### config.mk
export PLATFORM = sky130hd
export DESIGN_NAME = heq_alu
export DESIGN_NICKNAME = d
export VERILOG_FILES = /design/src/sv/heq_pkg.sv /design/src/sv/heq_alu.sv
export SDC_FILE = /design/constraint.sdc
export NUM_CORES = 1
export LEC_CHECK = 0
export BUFFER_PORTS_ARGS = -buffer_cell sky130_fd_sc_hd__buf_2
export CORE_MARGIN = 3
export CORE_UTILIZATION = 52
export DETAILED_ROUTE_END_ITERATION = 8
export PLACE_DENSITY = 0.85
export SLEW_MARGIN = 25
export SYNTH_ARGS = -nofsm -noshare
export SYNTH_HDL_FRONTEND = slang
export SYNTH_SLANG_ARGS = --single-unit
### constraint.sdc
create_clock -name vclk -period 4.2
set_input_delay 0.42 -clock vclk [all_inputs]
set_output_delay 0.42 -clock vclk [all_outputs]
set_load 0.01 [all_outputs]
### src/sv/heq_pkg.sv
// types and constants of the histogram equalizer
`timescale 1ns / 1ps

package heq_pkg;

    localparam int MAX_PIXELS = 1048576;
    localparam int LEVELS     = 256;
    localparam int PIX_W      = 8;
    localparam int OP_W       = 2;
    localparam int IDX_W      = $clog2(LEVELS);
    localparam int CNT_W      = $clog2(MAX_PIXELS + 1);
    // 510*cdf + N stays below 512*N
    localparam int DW         = CNT_W + 9;
    localparam int QBITS      = PIX_W;
    localparam int STEP_W     = $clog2(QBITS);

    localparam logic [OP_W-1:0] OP_COUNT = 2'd0;
    localparam logic [OP_W-1:0] OP_BUILD = 2'd1;
    localparam logic [OP_W-1:0] OP_MAP   = 2'd2;

    localparam logic KIND_LEVEL = 1'b0;
    localparam logic KIND_DONE  = 1'b1;

    typedef struct packed {
        logic          sub;
        logic [DW-1:0] a;
        logic [DW-1:0] b;
    } alu_req_t;

    typedef struct packed {
        logic [DW-1:0] sum;
        logic          borrow;
    } alu_rsp_t;

endpackage

### src/sv/heq_alu.sv
// shared add / subtract-compare unit of the equalizer sequencer
`timescale 1ns / 1ps

module heq_alu
    import heq_pkg::*;
(
    input  alu_req_t req,
    output alu_rsp_t rsp
);

    logic [DW:0] wide;

    always_comb
    begin
        if (req.sub)
        begin
            wide = {1'b0, req.a} - {1'b0, req.b};
        end
        else
        begin
            wide = {1'b0, req.a} + {1'b0, req.b};
        end
        rsp.sum    = wide[DW-1:0];
        // borrow out of a subtract means a < b
        rsp.borrow = req.sub & wide[DW];
    end

endmodule

==> results of run 1 <==
[stage by stage]
stage / hold WS (ns) / TNS, ns
final: 1.22 / 0
after CTS: 1.22 / 0
after detailed placement: 1.22 / 0
after global placement: 1.22 / 0
after global routing: 1.25 / -0.0881
after floorplan: 0.998 / 0
[layout by cell type (no fill, tap or decap), drive strengths merged]
cell type / count
a211oi: 4
a211o: 1
o2bb2ai: 1
nand3b: 3
o21ai: 24
nor3: 12
buf: 98
a21boi: 3
o21bai: 7
nor4: 3
ha: 31
nor2b: 8
a2bb2oi: 2
o31a: 1
a21oi: 38
nand2b: 4
nand4: 4
mux2i: 1
or3b: 1
and2: 6
inv: 14
a221oi: 1
xnor2: 36
a31oi: 9
nor2: 40
o31ai: 1
and3: 4
xor2: 17
nand3: 10
o21a: 4
a21o: 12
and2b: 1
o211ai: 4
or4: 1
nand2: 21
fa: 1
[layout make-up]
type,count,area share
tap,50,0.0220
inverter,14,0.0185
timing repair buffer,98,0.184
multi-input combinational,316,0.776
[per-layer routing]
layer | routed length, um | GRT usage | vias up
li1 | - | - | 1404
met1 | 2860 | 0.329 | 1257
met2 | 3110 | 0.437 | 120
met3 | 532 | 0.0125 | 10
met4 | 92 | 0.0292 | 0
met5 | 0 | 0 | -
[path summary, 6_finish.rpt]
path	slack, ns	depth (start not counted)	end
setup / recovery	0.12	17	rsp[30]
hold / removal	1.22	4	rsp[1]
[synth_stat cells (all sizes together)]
cell type  instances  share of area
o21ai             24          0.058
o211ai             4          0.013
or3b               1         0.0039
or4                1         0.0050
a21boi             3          0.010
nor2b              8          0.022
and2b              1         0.0044
nand2             21          0.036
o31a               1         0.0039
inv               14          0.023
a2bb2oi            2         0.0077
o21a               4          0.013
buf                2         0.0033
mux2i              1         0.0044
o2bb2ai            1         0.0039
o21bai             7          0.023
nand4              4          0.011
o31ai              1         0.0055
a211o              1         0.0039
nand2b             4          0.011
nand3             10          0.022
a221oi             1         0.0039
xor2              17          0.066
nor3              12          0.027
clkbuf             5         0.0083
and2               6          0.018
nor4               3          0.015
a21o              12          0.043
a21oi             38          0.084
a31oi              9          0.025
nor2              40          0.067
xnor2             36           0.14
and3               4          0.011
ha                31           0.17
nand3b             3          0.010
fa                 1         0.0088
a211oi             4          0.013
[critical path, stage by stage]
cell and delay (ns):
buf_8 0.10, or4_4 0.55, nor4_4 0.17, and2b_4 0.21, a21o_4 0.15, o21ai_4 0.07
nor2_2 0.11, xor2_1 0.15, ha_1 0.26, a21o_1 0.18, a21o_1 0.18, a21o_1 0.17
a21boi_1 0.14, o21bai_1 0.11, or3b_1 0.38, o211ai_1 0.15, buf_2 0.15
[where the power goes]
| part | internal [mW] | total (mW) | switching [mW] | leakage (nW) |
|---|---|---|---|---|
| sequential | 0 | 0 | 0 | 0 |
| combinational | 0.287 | 0.651 | 0.364 | 1.36 |
| clock | 0 | 0 | 0 | 0 |
[kinds of logic (layout without fill, tap and decap cells)]
kind of cell	count (synthesis)	after routing
AND/OR/NAND/NOR	118	118
XOR/XNOR	53	53
adder cells (fa/ha/maj)	32	32
AO/OA/AOI/OAI	112	112
buffers and inverters	21	112
multiplexers	1	1
[timing repair]
action	in CTS	in global routing
setup endpoints to repair	0	3
setup buffers	0	2
resized for setup	0	13
hold buffers	0	0
==> metrics.cfg, run 1 <==
[outcome]
status = completed

[global_route]
grt_first_pass_wirelength_um = 10800
grt-ovfl-total = 0
grt_antenna_before_repair = 0
grt_pass1_vias = 2635
grt_max_degree = 17
grtUsageTotal = 0.243

[sta]
setup_viol = 0
fin_crit_ns = 4.08
final-hold-violation-count = 0
slew_violations = 0
maxClockFrequency_ghz = 0.245
setup_slack_ns = 0.116
rsz0062_at_grt = true
max_slew_margin = 0.717
fin_crit_sh = 0.972
worstMarginPinSlew_ns = 0.422

[synthesis]
synth_top_family_by_area = compound AO/OA/AOI/OAI gates
postSynthAreaPerCell_um2 = 6.71
synth.distinct_cells = 44
synthMuxAreaShare = 0.00442
syn_inst = 337
yosysWarnings = 0
synth-compound-area-share = 0.312
synthXorXnorAreaFrac = 0.205
netlist_area_um2 = 2260
seq_area_frac_synth = 0
synthSimpleGateAreaFrac = 0.263
synth_nets = 430
synth_fa_ha_area_frac = 0.180

[die]
chipWidth_um = 72.0
io_pins = 92
start_util = 0.554
die_height_um = 72.0
placementRows = 23
coreArea_um2 = 4090
die_area_um2 = 5180

[detailed_routing]
drc = 0
drt_iter0_drc = 175
firstDrtPassIters = 5
route.vias.total = 2791
ant_nets = 0
drt-total-wl_um = 6590
viasPerCell = 5.84
post_drt_wl_per_cell_um = 13.8

[placement]
dp_cells = 476
io_buffers = 92
preCtsSetupSlack_ns = 0.0898
placed_area_um2 = 2790
place_congestion = 0.981
place_hpwl_um = 5720

[setup_path]
cp.arrival_ns = 3.66
worst_setup_path_end_kind = output port
worst-setup-path-type = input port to output port
critical_path_required_ns = 3.78
cp-startpoint = req[9]
path_max_fanout = 5
start_kind = input port

[power]
p_per_area_nw_per_um2 = 229
leakagePower_nw = 1.36
power_mw = 0.651
ir_worst_vdd_mv = 0.128

[cells_and_area]
postLayoutCellArea_um2 = 2840
final_nets = 523
regArea_um2 = 0
clkbuf_count = 0
post-route-util = 0.696
diodes = 0
syn2layout_area_growth_pct = 25.7
drive_gt1_frac = 0.266
multi_input_area_um2 = 2210
seq_cell_count = 0
n_fill_cell = 365
fin_cells = 478

[worst_hold_path]
hold_path.class = input port to output port
worst_hold_startpoint = req[0]

[job]
maxCapViolations = 0

Power figures use the tool's default switching activity.
==> run 2, diff against run 1 <==
Settings changed: CORE_UTILIZATION 52 to 30, PLACE_DENSITY 0.85 to default.
==> run 2 against run 1 <==
Effect of this change: highest routed layer is now met3; worst hold slack improved by 0.0053 ns; power rose by 4.4%; first-iteration DRC count fell by 32%; largest cell class unchanged; clock-buffer cell count did not move; fmax fell by 0.93%.
==> metrics.cfg, run 2 (synthesized netlist as in run 1, its figures left out) <==
[outcome]
status = completed

[setup_path]
path_max_fanout = 5
cp.arrival_ns = 3.70
start_kind = input port
critical_path_required_ns = 3.78
worst-setup-path-type = input port to output port
worst_setup_path_end_kind = output port

[placement]
placed_area_um2 = 2870
dp_cells = 528
place_hpwl_um = 6270
io_buffers = 92
place_congestion = 0.887

[sta]
fin_crit_sh = 0.982
max_slew_margin = 0.713
worstMarginPinSlew_ns = 0.428
fin_crit_ns = 4.12
hold_ws_ns = 1.23
setup_viol = 0
rsz0062_at_grt = true
slew_violations = 0
maxClockFrequency_ghz = 0.243
final-hold-violation-count = 0

[detailed_routing]
firstDrtPassIters = 4
drt-total-wl_um = 7230
ant_nets = 0
drt_iter0_drc = 119
drc = 0
post_drt_wl_per_cell_um = 13.6
route.vias.total = 2676
viasPerCell = 5.02

[power]
ir_worst_vdd_mv = 0.0980
p_per_area_nw_per_um2 = 226
leakagePower_nw = 1.40

[cells_and_area]
mostFrequentLayoutCells = 90 x buf_2, 38 x nor2_1, 35 x xnor2_1, 34 x a21oi_1, 27 x ha_1
drive_gt1_frac = 0.306
diodes = 0
postLayoutCellArea_um2 = 3010
seq_cell_count = 0
clkbuf_count = 0
final_nets = 529
syn2layout_area_growth_pct = 33.2
post-route-util = 0.413
final_common_cell = buf_2
fin_cells = 533
regArea_um2 = 0

[die]
die_area_um2 = 8620
io_pins = 92
die_height_um = 92.8
start_util = 0.310
placementRows = 31
coreArea_um2 = 7290
chipWidth_um = 92.8

[global_route]
grt_antenna_before_repair = 0
grt_max_degree = 30
grt-ovfl-total = 0
grt_first_pass_wirelength_um = 11600
grtUsageTotal = 0.157
grt_pass1_vias = 2608

[job]
maxCapViolations = 0

[worst_hold_path]
hold_path_depth = 3
hold_path.class = input port to output port

[cts]
cts_hold_buf = 0

[run 2: path summary, 6_finish.rpt]
check	startpoint	end	slack, ns
hold / removal	req[31]	rsp[2]	1.23
setup / recovery	req[8]	rsp[30]	0.08
[run 2: critical path, cell delays in order]
cell and delay (ns):
buf_8 0.10, or4_4 0.57, nor4_4 0.31, and2b_4 0.21, a21o_4 0.15, o21ai_4 0.06
nor2_2 0.09, xor2_1 0.15, ha_1 0.27, a21o_1 0.20, a21o_1 0.16, a21o_1 0.16
a21boi_2 0.11, o21bai_1 0.09, or3b_1 0.35, o211ai_1 0.17, buf_2 0.15
[run 2: timing repair]
action	4_1_cts	5_1_grt
setup endpoints to repair	0	9
resized for setup	0	34
setup buffers	0	5
[run 2: report_power, final]
group	internal (mW)	total (mW)	switching (mW)
Combinational	0.303	0.680	0.377
Clock	0	0	0
Sequential	0	0	0
Total	0.303	0.680	0.377
[run 2: final cells by class]
type | instances | area, um2
inverter | 14 | 52.6
multi-input combinational | 316 | 2270
tap | 99 | 124
fill | 806 | 4280
timing repair buffer | 104 | 567
[run 2: metal layers]
layer,part of all wire,global-route usage,up-vias
li1,-,-,1414
met1,0.46,0.214,1217
met2,0.49,0.281,45
met3,0.051,0.0187,0
met4,0,0.00122,0
met5,0,0,-
[run 2: stage by stage]
stage / power (mW) / worst slack, ns / TNS (ns)
6_report: 0.680 / 0.0774 / 0
5_1_grt: 0.755 / -0.114 / -0.420
4_1_cts: 0.651 / 0.0223 / 0
3_5_place_dp: 0.649 / 0.0405 / 0
3_3_place_gp: 0.644 / 0.0693 / 0
2_1_floorplan: 0.425 / 0.361 / 0
==> run 3, diff against run 2 <==
Settings changed: CELL_PAD_IN_SITES_DETAIL_PLACEMENT from default to 0, CELL_PAD_IN_SITES_GLOBAL_PLACEMENT from default to 1, PLACE_DENSITY_LB_ADDON from default to 0.1.
==> run 3 against run 2 <==
Effect of this change: worst hold slack lost 0.0055 ns; power shrank 0.42%; combinational power is essentially flat; die area is the same; highest routed layer is now met4.
==> metrics.cfg, run 3 (synthesized netlist as in run 1, its figures left out) <==
[worst_hold_path]
hold_path.class = input port to output port
worst_hold_startpoint = req[0]

[sta]
max_slew_margin = 0.663
final-hold-violation-count = 0
slew_violations = 0
worstMarginPinSlew_ns = 0.503
maxClockFrequency_ghz = 0.250
fin_crit_ns = 4.00
rsz0062_at_grt = true
setup_slack_ns = 0.196
fin_crit_sh = 0.953
hold_ws_ns = 1.22
setup_viol = 0

[die]
start_util = 0.310
chipWidth_um = 92.8
coreArea_um2 = 7290
die_height_um = 92.8
die_area_um2 = 8620
placementRows = 31
io_pins = 92

[cells_and_area]
clkbuf_count = 0
mostFrequentLayoutCells = 90 x buf_2, 38 x nor2_1, 36 x a21oi_1, 36 x xnor2_1, 30 x ha_1
seq_cell_count = 0
fin_cells = 542
drive_gt1_frac = 0.289
diodes = 0
regArea_um2 = 0
final_nets = 538
syn2layout_area_growth_pct = 33.5
final_common_cell = buf_2

[detailed_routing]
drt-total-wl_um = 7410
route.vias.total = 2742
firstDrtPassIters = 6
viasPerCell = 5.06
ant_nets = 0
drt_iter0_drc = 106
post_drt_wl_per_cell_um = 13.7
drc = 0

[job]
maxCapViolations = 0

[placement]
place_congestion = 0.909
dp_cells = 535
preCtsSetupSlack_ns = 0.0846
place_hpwl_um = 6550
io_buffers = 92

[setup_path]
critPathTopFamily = simple AND/OR/NAND/NOR gates
worst_setup_path_end_kind = output port
start_kind = input port
critical_path_required_ns = 3.78
crit_top_cell = a31oi_1
cp-startpoint = req[9]
critical_path.max_stage_delay_ns = 0.56
worst-setup-path-type = input port to output port
cp_num_buf_inv = 3
path_max_fanout = 6
cp.arrival_ns = 3.58
path_cells = buf_8, or4_4, nor4_4, and2b_4, and2_2, a31oi_1, xnor2_1, ha_1, and2_1, nand3_1, nor2_1, o21a_1, o21ai_0, buf_4, a31oi_1, xor2_1, buf_2
crit_path_top_delay_cell = or4_4

[cts]
cts_hold_buf = 0

[power]
p_per_area_nw_per_um2 = 224
leakagePower_nw = 1.43
power_mw = 0.677
ir_worst_vdd_mv = 0.0978

[global_route]
grtUsageTotal = 0.165
grt_first_pass_wirelength_um = 12000
grt_max_degree = 21
grt_antenna_before_repair = 0
grt_pass1_vias = 2636
grt-ovfl-total = 0

[outcome]
status = completed

## run 3: changes by cell type in the layout (fill, tap and decap cells not counted), sizes merged
| cell | before | now |
|---|---|---|
| buf | 104 | 113 |
## run 3: path summary, 6_finish.rpt
check	end	slack, ns	cells past startpoint
setup / recovery	rsp[28]	0.20	17
hold / removal	rsp[1]	1.22	4
## run 3: repair_timing
action,in CTS,in global routing
endpoints found under the setup margin,0,7
buffers inserted,0,7
hold endpoints to repair,0,0
gates resized for setup,0,14
## run 3: report_power, final
group | leakage (nW) | switching (mW) | internal (mW)
clock network | 0 | 0 | 0
logic | 1.43 | 0.369 | 0.308
registers | 0 | 0 | 0
total | 1.43 | 0.369 | 0.308
## run 3: metal layers
| metal | global-route usage | vias up | wire, um | part of all wire |
|---|---|---|---|---|
| li1 | - | 1432 | - | - |
| met5 | 0 | - | 0 | 0 |
| met3 | 0.0130 | 2 | 373 | 0.050 |
| met1 | 0.249 | 1232 | 3770 | 0.51 |
| met2 | 0.266 | 76 | 3250 | 0.44 |
| met4 | 0.00855 | 0 | 24 | 0.0032 |
## run 3: final cells by class
type               instances  area [um2]
inverters                 14        52.6
well taps                 99         124
repair buffers           113         647
multi-input cells        316        2200
fillers                  825        4270
## run 3: stage by stage
stage / TNS, ns / util / instance area, um2
5_1_grt: -0.0800 / 0.414 / 3020
3_3_place_gp: 0 / 0.403 / 2940
6_report: 0 / 0.414 / 3020
4_1_cts: 0 / 0.403 / 2940
3_5_place_dp: 0 / 0.403 / 2940
2_1_floorplan: 0 / - / 2260
